$ cat src/rtl/ham_pkg.sv
// ----------------------------------------------------------------------------
// ham_pkg
// Shared types and constants for the Hopfield associative memory.
// ----------------------------------------------------------------------------
package ham_pkg;
	localparam int MaxNeurons = 64;
	localparam int WeightBits = 8;
	localparam int IdxW = $clog2(MaxNeurons);
	localparam int CntW = IdxW + 1;
	localparam int AddrW = 2 * IdxW;
	localparam int SumW = WeightBits + IdxW + 1;
	localparam logic signed [WeightBits-1:0] WMax = {1'b0, {(WeightBits-1){1'b1}}};
	localparam logic signed [WeightBits-1:0] WMin = {1'b1, {(WeightBits-1){1'b0}}};

	typedef enum logic [1:0] {
		FUNC_CLEAR  = 2'd0,
		FUNC_TRAIN  = 2'd1,
		FUNC_RECALL = 2'd2,
		FUNC_NONE   = 2'd3
	} func_t;

	typedef enum logic [1:0] {
		CMD_CLEAR  = 2'd0,
		CMD_TRAIN  = 2'd1,
		CMD_RECALL = 2'd2
	} cmd_kind_t;

	// command from front to back; pattern snapshot travels with it
	typedef struct packed {
		cmd_kind_t            kind;
		logic [CntW-1:0]      n;
		logic [MaxNeurons-1:0] pat;
	} cmd_t;
endpackage

$ cat src/rtl/ham_front.sv
// ----------------------------------------------------------------------------
// ham_front
// Gathers pattern elements and issues clear, train and recall commands.
// ----------------------------------------------------------------------------
module ham_front import ham_pkg::*; (
	input  logic            clk,
	input  logic            arst_n,
	input  logic            push,
	output logic            full,
	input  logic [1:0]      func,
	input  logic            value,
	input  logic            cfg_valid,
	output logic            cfg_ready,
	input  logic [6:0]      cfg_data,
	output logic            cmd_valid,
	input  logic            cmd_ready,
	output cmd_t            cmd
);
	logic [CntW-1:0]       count_q;
	logic [CntW-1:0]       elem_q;
	logic [MaxNeurons-1:0] pat_q;
	logic [CntW-1:0]       n;
	logic [CntW-1:0]       elem;
	logic [MaxNeurons-1:0] pat_nx;
	logic                  acc;
	logic                  done;
	logic                  issue;

	always_comb begin
		if (count_q < CntW'(2)) n = CntW'(2);
		else if (count_q > CntW'(MaxNeurons)) n = CntW'(MaxNeurons);
		else n = count_q;
		elem = (elem_q >= n) ? '0 : elem_q;
		pat_nx = pat_q;
		pat_nx[elem[IdxW-1:0]] = value;
	end

	// a config beat takes the cycle; items wait for it
	assign full = (cmd_valid && !cmd_ready) || cfg_valid;
	assign cfg_ready = 1'b1;
	assign acc = push && !full;
	assign done = (elem + CntW'(1)) >= n;
	assign issue = acc && ((func_t'(func) == FUNC_CLEAR) ||
		((func_t'(func) inside {FUNC_TRAIN, FUNC_RECALL}) && done));

	always_ff @(posedge clk or negedge arst_n) begin
		if (!arst_n) begin
			count_q <= CntW'(MaxNeurons);
			elem_q <= '0;
			pat_q <= '0;
			cmd_valid <= 1'b0;
			cmd <= '0;
		end else begin
			if (issue) cmd_valid <= 1'b1;
			else if (cmd_valid && cmd_ready) cmd_valid <= 1'b0;
			if (cfg_valid) begin
				count_q <= cfg_data;
				elem_q <= '0;
			end else if (acc) begin
				case (func_t'(func))
					FUNC_CLEAR: begin
						elem_q <= '0;
						cmd.kind <= CMD_CLEAR;
					end
					FUNC_TRAIN, FUNC_RECALL: begin
						pat_q <= pat_nx;
						if (done) begin
							elem_q <= '0;
							cmd.kind <= (func_t'(func) == FUNC_TRAIN) ? CMD_TRAIN : CMD_RECALL;
							cmd.n <= n;
							cmd.pat <= pat_nx;
						end else begin
							elem_q <= elem + CntW'(1);
						end
					end
					default: ;
				endcase
			end
		end
	end
endmodule

$ cat config.mk
export PLATFORM = sky130hd
export DESIGN_NAME = ham_front
export DESIGN_NICKNAME = d
export VERILOG_FILES = /design/src/rtl/ham_pkg.sv /design/src/rtl/ham_front.sv
export SDC_FILE = /design/constraint.sdc
export NUM_CORES = 1
export LEC_CHECK = 0
export BUFFER_PORTS_ARGS = -buffer_cell sky130_fd_sc_hd__buf_2
export CAP_MARGIN = 20
export CORE_MARGIN = 2
export CORE_UTILIZATION = 60
export CTS_BUF_LIST = sky130_fd_sc_hd__clkbuf_8
export DETAILED_ROUTE_END_ITERATION = 6
export GPL_TIMING_DRIVEN = 1
export PLACE_DENSITY = 0.81
export SETUP_SLACK_MARGIN = 0.02
export SLEW_MARGIN = 0
export SYNTH_ARGS = -nofsm -noshare
export SYNTH_HDL_FRONTEND = slang
export SYNTH_SLANG_ARGS = --single-unit
$ cat constraint.sdc
create_clock -name clk -period 7.8 [get_ports clk]
set_input_delay 1.17 -clock clk [delete_from_list [all_inputs] [get_ports clk]]
set_output_delay 1.17 -clock clk [all_outputs]
set_load 0.05 [all_outputs]
==> out/summary.txt, run 1 <==
Status - complete, no violations
Drt first pass iters - 6
Number of clock sinks - 152
Max Buffers Root-to-Sink - 2
Dpl ws - 1.59 ns
Crit path time final - 6.35 ns
Worst Path Max Fanout - 42
Max cap viols - 0
Iter 0 DRT Violations - 1067
Pwr Total - 2.92 mW
Core Footprint - 13300 um^2
DR vias - 7518
Post-Route Utilization - 68.5%
Synthesized instance count - 910
Cts hold-fix bufs - 0
Pin count of the biggest net entering global routing - 92
Pins Over Slew Limit - 0
Period utilization - 81.4%
Horiz. Die Dim - 121 um
Share of cells above drive strength 1 - 20.7%
Cell variety after synth - 53
First-pass GRT wire length - 36900 um
Latest clock arrival within the worst-skew pair - 0.48 ns
Synth top area share - 46.1%
Worst slew pin tran - 1.24 ns
Setup TNS - 0 ns
Main flop type after synthesis - dfrtp_1
Num CTS Buffers - 17
Final Cell Area - 9110 um^2
Hold slack - 0.494 ns
Average routed wire per standard cell - 20.1 um
Yosys reg bits - 152
Largest area contributor in the netlist - dfrtp_1
Vias in the first global route - 7038
Setup Skew - 0.0173 ns
RSZ-0062 raised after global routing - false
ANT nets after route - 0
Starting density of the core - 61.7%
Count leader, synth - dfrtp_1
Dpl cell area - 8720 um^2
Die ar. - 14600 um^2
Nets - 983
Vias per Instance - 6.61
Resized cells post-CTS - 0
Clock root buffer master - clkbuf_8
Die Span Y - 121 um
Layout area overhead - 11.0%
Finished Layout Cells - 1137
DP HPWL - 13800 um
Commonest cells post-synth - dfrtp_1, nand2_1, o21ai_0, clkbuf_1, a21oi_1
Average cell area after synthesis - 9.01 um^2
Post-synth EDFFs - 0
Worst-path clk slew - 0.09 ns
DRC viols - 0
Leak pwr - 3.97 nW
CTS tree - done
Post-synth design cell area - 8200 um^2
Row count - 42
Asr flop ratio synth - 100%
Syn nets - 943
Setup crit start kind - register
Synth warn - 0
Initial antenna violation count - 0
Slew headroom - 16.6%
Global-route usage over all layers - 32.4%
Postcts setup bufs - 0
FILL cells - 1018
Post-synthesis sequential area ratio - 46.4%
Multi-input logic area - 4030 um^2
Critical path start-end classification - reg -> reg
# IOs - 91
Worst-case vdd ir drop - 0.000233 V
Top cells by area, synth - dfrtp_1, mux2_2, o21ai_0
N_diodes - 0
Total Wirelength - 22800 um
IO buf count - 89
Critical Path AT - 6.68 ns
Required time worst endpoint - 8.13 ns
Placed insts - 1106
Sequential cell area - 3800 um^2
Fmax - 0.157 GHz
Routability cong. - 0.877
Final hold vios - 0
Worst Slack Setup Final - 1.45 ns
H-Tree Depth - 4
Worst setup EP type - register
Worst Hold Class - reg -> reg
GR Overflow Total - 0
Setup violators final - 0
Pwr dens - 320 nW/um^2
-- cell families (layout without fill, tap and decap cells) --
| group | count (synthesis) | count (layout) | share of synthesized area (%) |
|---|---|---|---|
| buffers and inverters | 106 | 157 | 5.23 |
| DFF | 152 | 152 | 46.4 |
| other | 1 | 1 | 0.0457 |
| adders and majority gates | 18 | 18 | 2.75 |
| AOI/OAI and AO/OA | 251 | 251 | 17.7 |
| and+or+nand+nor | 318 | 318 | 19.4 |
| muxes | 59 | 59 | 7.99 |
| xor gates and xnor gates | 5 | 5 | 0.534 |
-- where the power goes --
group / internal (mW) / leakage [nW] / switching, mW
clock: 0.302 / 0.202 / 0.290
sequential: 0.983 / 1.97 / 0.122
combinational: 0.264 / 1.79 / 0.958
-- layout by cell type, fill, tap and decap left out, types with 40 or more instances in the layout --
| cell | count |
|---|---|
| a31oi_1 | 65 |
| nor2_1 | 40 |
| buf_2 | 88 |
| nand2_1 | 103 |
| dfrtp_1 | 151 |
| mux2_2 | 47 |
| a21oi_1 | 67 |
| o21ai_0 | 86 |
| nand3_1 | 50 |
| nand4_1 | 54 |
-- registers in the layout, summed over array words and instances, names as in the netlist --
register,flops
elem_q,7
count_q,7
pat_q,64
cmd,73
cmd_valid,1
-- critical path: stages, from the launching register on --
cell	delay (ns)
dfrtp_1	0.39
or4_1	0.52
nor2_1	0.17
nor3b_1	0.12
ha_1	0.29
nand2b_4	0.15
a211o_1	0.41
a211o_1	0.73
nor2_1	0.34
ha_1	0.29
and3_1	0.24
nand3_1	0.15
xor2_1	0.22
nor2_1	0.06
ha_1	0.34
nand2_1	0.07
o21ai_0	0.28
a21o_2	0.15
and2_2	0.58
buf_4	0.53
a31oi_1	0.16
-- final cells by class --
type	count	area share, %
Multi-Input combinational cell	652	44.3
Timing Repair Buffer	109	6.61
Sequential cell	152	41.8
Clock inverter	10	1.18
Inverter	18	0.742
Tap cell	176	2.42
Clock buffer	20	3.02
-- worst paths after layout --
path / startpoint / end / slack (ns) / depth (start not counted)
worst max-delay path: count_q[2]$_DFFE_PN0P_ / cmd[52]$_DFFE_PN0P_ / 1.45 / 20
max in group asynchronous: arst_n / pat_q[20]$_DFFE_PN0P_ / 5.70 / 2
worst max register to register: count_q[2]$_DFFE_PN0P_ / cmd[52]$_DFFE_PN0P_ / 1.45 / 20
worst min-delay path: pat_q[17]$_DFFE_PN0P_ / pat_q[17]$_DFFE_PN0P_ / 0.49 / 1
worst min register to register: pat_q[17]$_DFFE_PN0P_ / pat_q[17]$_DFFE_PN0P_ / 0.49 / 1
min in group asynchronous: arst_n / cmd[46]$_DFFE_PN0P_ / 0.73 / 1
-- layer usage --
metal  routed length, um  vias to the layer above  global-route usage (%)
met4                 646                        0                    15.2
met3                2180                       46                    6.67
li1                    -                     3412                       -
met2               10400                      442                    46.8
met1                9620                     3618                    47.0
met5                   0                        -                       0
No activity file was read; power rests on OpenSTA's default activity.
==> run 2, diff against run 1 <==
- clock period: 7.8 -> 5.9 ns (I/O delays scaled with it)
==> run 2 against run 1 <==
Core utilization grew 1.0 points. Critical path depth did not move. Worst hold slack improved by 0.0014 ns. Clock power is 56% higher. Sequential power rose by 33%. Routed wire length up 1.6%. Register-to-register slack lost 0.97 ns. Worst setup slack got worse by 0.97 ns. Final cell count is 0.44% higher. Die area is the same. Combinational power increased by 33%. Total power increased by 37%. Critical path type unchanged. Highest routed layer unchanged.
==> out/summary.txt, run 2 (synthesis gave the netlist of run 1 again) <==
CP Launch Point - count_q[2]$_DFFE_PN0P_
Int Power - 2.17 mW
Worst Path Max Fanout - 68
Worst Hold Class - reg -> reg
RSZ-0062 raised after global routing - false
DRC viols - 0
Nets - 986
Biggest registers after layout - cmd (73), pat_q (64)
Worst Slack Setup Final - 0.484 ns
# IOs - 91
Crit path time final - 5.42 ns
Setup crit start kind - register
Worst-case vdd ir drop - 0.000321 V
H-Tree Depth - 4
Most frequent cells in the layout - dfrtp_1, nand2_1, buf_2
Share of cells above drive strength 1 - 21.6%
Latest clock arrival within the worst-skew pair - 0.47 ns
Leak pwr - 4.04 nW
Die ar. - 14600 um^2
Max cap viols - 0
Sequential cell area - 3800 um^2
Placed insts - 1107
Critical path start-end classification - reg -> reg
Die Span Y - 121 um
GR Overflow Total - 0
Pin count of the biggest net entering global routing - 111
Starting density of the core - 61.7%
Hold depth - 1
Worst R2R End - cmd[71]$_DFFE_PN0P_
IO buf count - 89
Finished Layout Cells - 1142
Cts hold-fix bufs - 0
Setup violators final - 0
Setup Skew - 0.0165 ns
Layout area overhead - 12.7%
Reg-to-reg slack, setup - 0.48 ns
Largest register FFs - 73
Critical Path AT - 5.77 ns
Row count - 42
Clock root buffer master - clkbuf_8
Largest Register - cmd
Final hold vios - 0
Dpl cell area - 8740 um^2
DP HPWL - 13900 um
N_diodes - 0
Drt first pass iters - 6
Status - complete, no violations
Horiz. Die Dim - 121 um
Worst slew pin tran - 1.16 ns
RR Startpoint - count_q[2]$_DFFE_PN0P_
Period utilization - 91.8%
Required time worst endpoint - 6.26 ns
Pwr dens - 434 nW/um^2
Vias per Instance - 6.61
Max Buffers Root-to-Sink - 2
Global-route usage over all layers - 32.4%
Final Cell Area - 9250 um^2
CTS tree - done
Iter 0 DRT Violations - 962
Setup TNS - 0 ns
Hold Path Origin - pat_q[19]$_DFFE_PN0P_
Pins Over Slew Limit - 0
FILL cells - 1029
Resized cells post-CTS - 0
First-pass GRT wire length - 37000 um
Most common cell after layout, fill and taps aside - dfrtp_1
Reg2Reg Depth - 20
Average routed wire per standard cell - 20.3 um
ANT nets after route - 0
Worst-path clk slew - 0.08 ns
Initial antenna violation count - 0
Fmax - 0.185 GHz
Multi-input logic area - 4040 um^2
Core Footprint - 13300 um^2
Slew headroom - 22.1%
Clock power frac - 23.0%
DR vias - 7549
Num CTS Buffers - 17
Worst setup EP type - register
Comb power frac - 40.5%
Number of clock sinks - 152
Total Wirelength - 23200 um
Sw frac - 45.8%
Dpl ws - 0.547 ns
NetSw - 1.83 mW
Min-Delay Endpoint - pat_q[19]$_DFFE_PN0P_
Postcts setup bufs - 0
Sequential power share - 36.5%
Routability cong. - 0.930
Hold slack - 0.495 ns
Vias in the first global route - 7065
## run 2: changes by cell type in the layout (fill, tap and decap cells not counted), sizes merged
cell	delta
bufinv	+3
buf	+3
clkbuf	-1
inv	-4
clkinv	+5
clkinvlp	-1
## run 2: layout make-up
class / count / share of cell area (%)
inverter: 18 / 0.731
clock buffer: 19 / 2.83
sequential: 152 / 41.1
multi-input combinational: 652 / 43.6
timing repair buffer: 112 / 7.12
clock inverter: 13 / 2.16
tap: 176 / 2.38
## run 2: worst max-delay path: stages (launching register included)
cell	delay [ns]
dfrtp_1	0.39
or4_1	0.51
nor2_1	0.12
nor3b_1	0.10
ha_1	0.29
nand2b_4	0.15
a211o_1	0.42
a211o_1	0.35
nor2_1	0.21
ha_1	0.29
and3_1	0.24
nand3_1	0.14
xor2_1	0.20
nor2_1	0.06
ha_1	0.31
nand2_1	0.07
o21ai_0	0.27
a21o_2	0.14
buf_4	0.62
o21ai_0	0.19
a32o_1	0.24
## run 2: metal layers
layer  vias up  part of all wire (%)  global-route usage, %  wire [um]
li1       3412                     -                      -          -
met2       451                    45                   48.6      10500
met1      3631                    41                   46.0       9520
met4         0                   2.4                   12.8        558
met5         -                     0                      0          0
met3        55                    11                   7.38       2590
## run 2: worst max-delay path by stage
stage               slack, ns                   to  cells after the start
floorplan                0.69  cmd[34]$_DFFE_PN0P_                     24
global placement         0.72  cmd[56]$_DFFE_PN0P_                     20
detailed placement       0.55  cmd[71]$_DFFE_PN0P_                     20
CTS                      0.51  cmd[71]$_DFFE_PN0P_                     20
global route             0.07  cmd[71]$_DFFE_PN0P_                     20
finish                   0.48  cmd[71]$_DFFE_PN0P_                     20
## run 2: through the flow
step / power [mW] / utilization [%]
final: 4.01 / 69.6
after detailed placement: 3.09 / 65.8
after global routing: 4.18 / 69.6
after floorplan: 2.67 / -
after global placement: 3.07 / 65.7
after CTS: 4.00 / 69.2
## run 2: power by group through the flow
stage	logic, mW	registers, mW	clock network [mW]
3_5_place_dp	1.62	1.47	0
6_report	1.62	1.46	0.924
3_3_place_gp	1.60	1.47	0
5_1_grt	1.72	1.49	0.971
2_1_floorplan	0.363	2.31	0
4_1_cts	1.62	1.46	0.926
==> run 3, diff against run 2 <==
- BUFFER_PORTS_ARGS: -buffer_cell sky130_fd_sc_hd__buf_2 -> -buffer_cell sky130_fd_sc_hd__buf_4
==> run 3 against run 2 <==
Final cell count barely moved. Worst hold slack got worse by 0.065 ns. Largest cell class unchanged. Register-to-register slack got worse by 0.05 ns. Die area stayed put. Core utilization up 1.0 points. Global-route usage increased by 0.51 points. First-iteration DRC count rose by 10%. Critical path depth down 1. Critical path type unchanged. Design area rose by 1.5%. Critical endpoint is now cmd[51]$_DFFE_PN0P_. Via count about the same. Flip-flop and latch count unchanged.
==> out/summary.txt, run 3 (synthesis gave the netlist of run 1 again) <==
Status - complete, no violations
DRC viols - 0
Largest register FFs - 73
Total Wirelength - 23100 um
Worst-case vdd ir drop - 0.000319 V
Most common cell after layout, fill and taps aside - dfrtp_1
Period utilization - 92.7%
Routability cong. - 0.888
Global-route usage over all layers - 32.9%
Row count - 42
Starting density of the core - 61.7%
Leak pwr - 4.06 nW
Horiz. Die Dim - 121 um
Drt first pass iters - 6
Delay-heaviest family, CP - simple AND/OR/NAND/NOR gates
Num CTS Buffers - 17
Max Buffers Root-to-Sink - 2
Cts hold-fix bufs - 0
Critical-path cell list - or4_1 -> nor2_1 -> o21ai_0 -> ha_1 -> a211o_1 -> a211o_1 -> nor2_1 -> ha_1 -> and3_1 -> nand3_1 -> xor2_1 -> nor2_1 -> ha_1 -> nand2_1 -> o21ai_0 -> a21o_2 -> and2_2 -> buf_4 -> a31oi_1
Worst slew pin tran - 1.17 ns
Slew headroom - 21.2%
Crit path time final - 5.47 ns
CP max stage delay - 0.51 ns
Pin count of the biggest net entering global routing - 92
Postcts setup bufs - 0
Worst Hold Class - in -> async
Clock root buffer master - clkbuf_8
Core Footprint - 13300 um^2
Vias per Instance - 6.61
Vias in the first global route - 7211
H-Tree Depth - 4
Iter 0 DRT Violations - 1061
Final hold vios - 0
Critical path start-end classification - reg -> reg
Worst setup EP type - register
DR vias - 7547
# IOs - 91
GR Overflow Total - 0
Die ar. - 14600 um^2
Initial antenna violation count - 0
Die Span Y - 121 um
Average routed wire per standard cell - 20.3 um
First-pass GRT wire length - 37300 um
Most frequent cells in the layout - dfrtp_1, buf_4, nand2_1
Setup crit start kind - register
Latest clock arrival within the worst-skew pair - 0.47 ns
Setup violators final - 0
Resized cells post-CTS - 0
Setup Skew - 0.0132 ns
Critical path buffer and inverter count - 1
Critical Path AT - 5.78 ns
Worst-path clk slew - 0.08 ns
ANT nets after route - 0
Share of cells above drive strength 1 - 21.3%
Setup TNS - 0 ns
Post-Route Utilization - 70.6%
DP HPWL - 14100 um
Max cap viols - 0
Fmax - 0.183 GHz
RSZ-0062 raised after global routing - false
Nets - 985
Biggest registers after layout - cmd (73), pat_q (64)
Pins Over Slew Limit - 0
Required time worst endpoint - 6.21 ns
CTS tree - done
Worst Path Max Fanout - 41
Number of clock sinks - 152
Layout area overhead - 14.4%
IO buf count - 89
N_diodes - 0
Pwr dens - 438 nW/um^2
Slowest stage cell, crit path - or4_1
Largest Register - cmd
[run 3: worst paths after layout]
path	startpoint	end	cells past startpoint	slack [ns]
max	count_q[2]$_DFFE_PN0P_	cmd[51]$_DFFE_PN0P_	19	0.43
min	arst_n	cmd[61]$_DFFE_PN0P_	1	0.43
max in group asynchronous	arst_n	cmd[26]$_DFFE_PN0P_	2	4.08
min in group clk	pat_q[41]$_DFFE_PN0P_	pat_q[41]$_DFFE_PN0P_	2	0.50
max reg2reg	count_q[2]$_DFFE_PN0P_	cmd[51]$_DFFE_PN0P_	19	0.43
min reg2reg	pat_q[41]$_DFFE_PN0P_	pat_q[41]$_DFFE_PN0P_	2	0.50
[run 3: cell type report]
cell class | count | area, um^2
fillers | 1041 | 3910
inverters | 18 | 67.6
clock buffers | 18 | 248
well taps | 176 | 220
multi-input cells | 652 | 4030
flip-flops and latches | 152 | 3800
clock inverters | 14 | 181
repair buffers | 111 | 835
[run 3: worst reg2reg max path: stages, from the launching register on]
cell,delay [ns]
dfrtp_1,0.40
or4_1,0.51
nor2_1,0.14
o21ai_0,0.20
ha_1,0.37
a211o_1,0.38
a211o_1,0.35
nor2_1,0.19
ha_1,0.27
and3_1,0.24
nand3_1,0.14
xor2_1,0.19
nor2_1,0.06
ha_1,0.31
nand2_1,0.06
o21ai_0,0.33
a21o_2,0.15
and2_2,0.30
buf_4,0.50
a31oi_1,0.22
[run 3: layer usage]
| layer | global-route usage (%) | wire (um) |
|---|---|---|
| met5 | 0 | 0 |
| met4 | 14.0 | 653 |
| met3 | 7.85 | 2150 |
| met2 | 50.1 | 10700 |
| met1 | 45.4 | 9600 |
[run 3: report_power, final]
group          switching [mW]  total, mW  internal (mW)
sequential              0.180       1.48           1.30
clock                   0.402      0.870          0.468
combinational            1.27       1.76          0.494
[run 3: metrics by stage]
step	cell area (um^2)	hold slack (ns)	cells	worst slack [ns]	power, mW
after floorplan	8200	0.456	910	0.688	2.67
after global placement	8940	0.468	1107	0.767	3.23
after detailed placement	8950	0.476	1108	0.537	3.26
after CTS	9380	0.483	1140	0.483	4.12
after global routing	9380	0.509	1141	0.0425	4.27
final	9380	0.430	1141	0.431	4.11
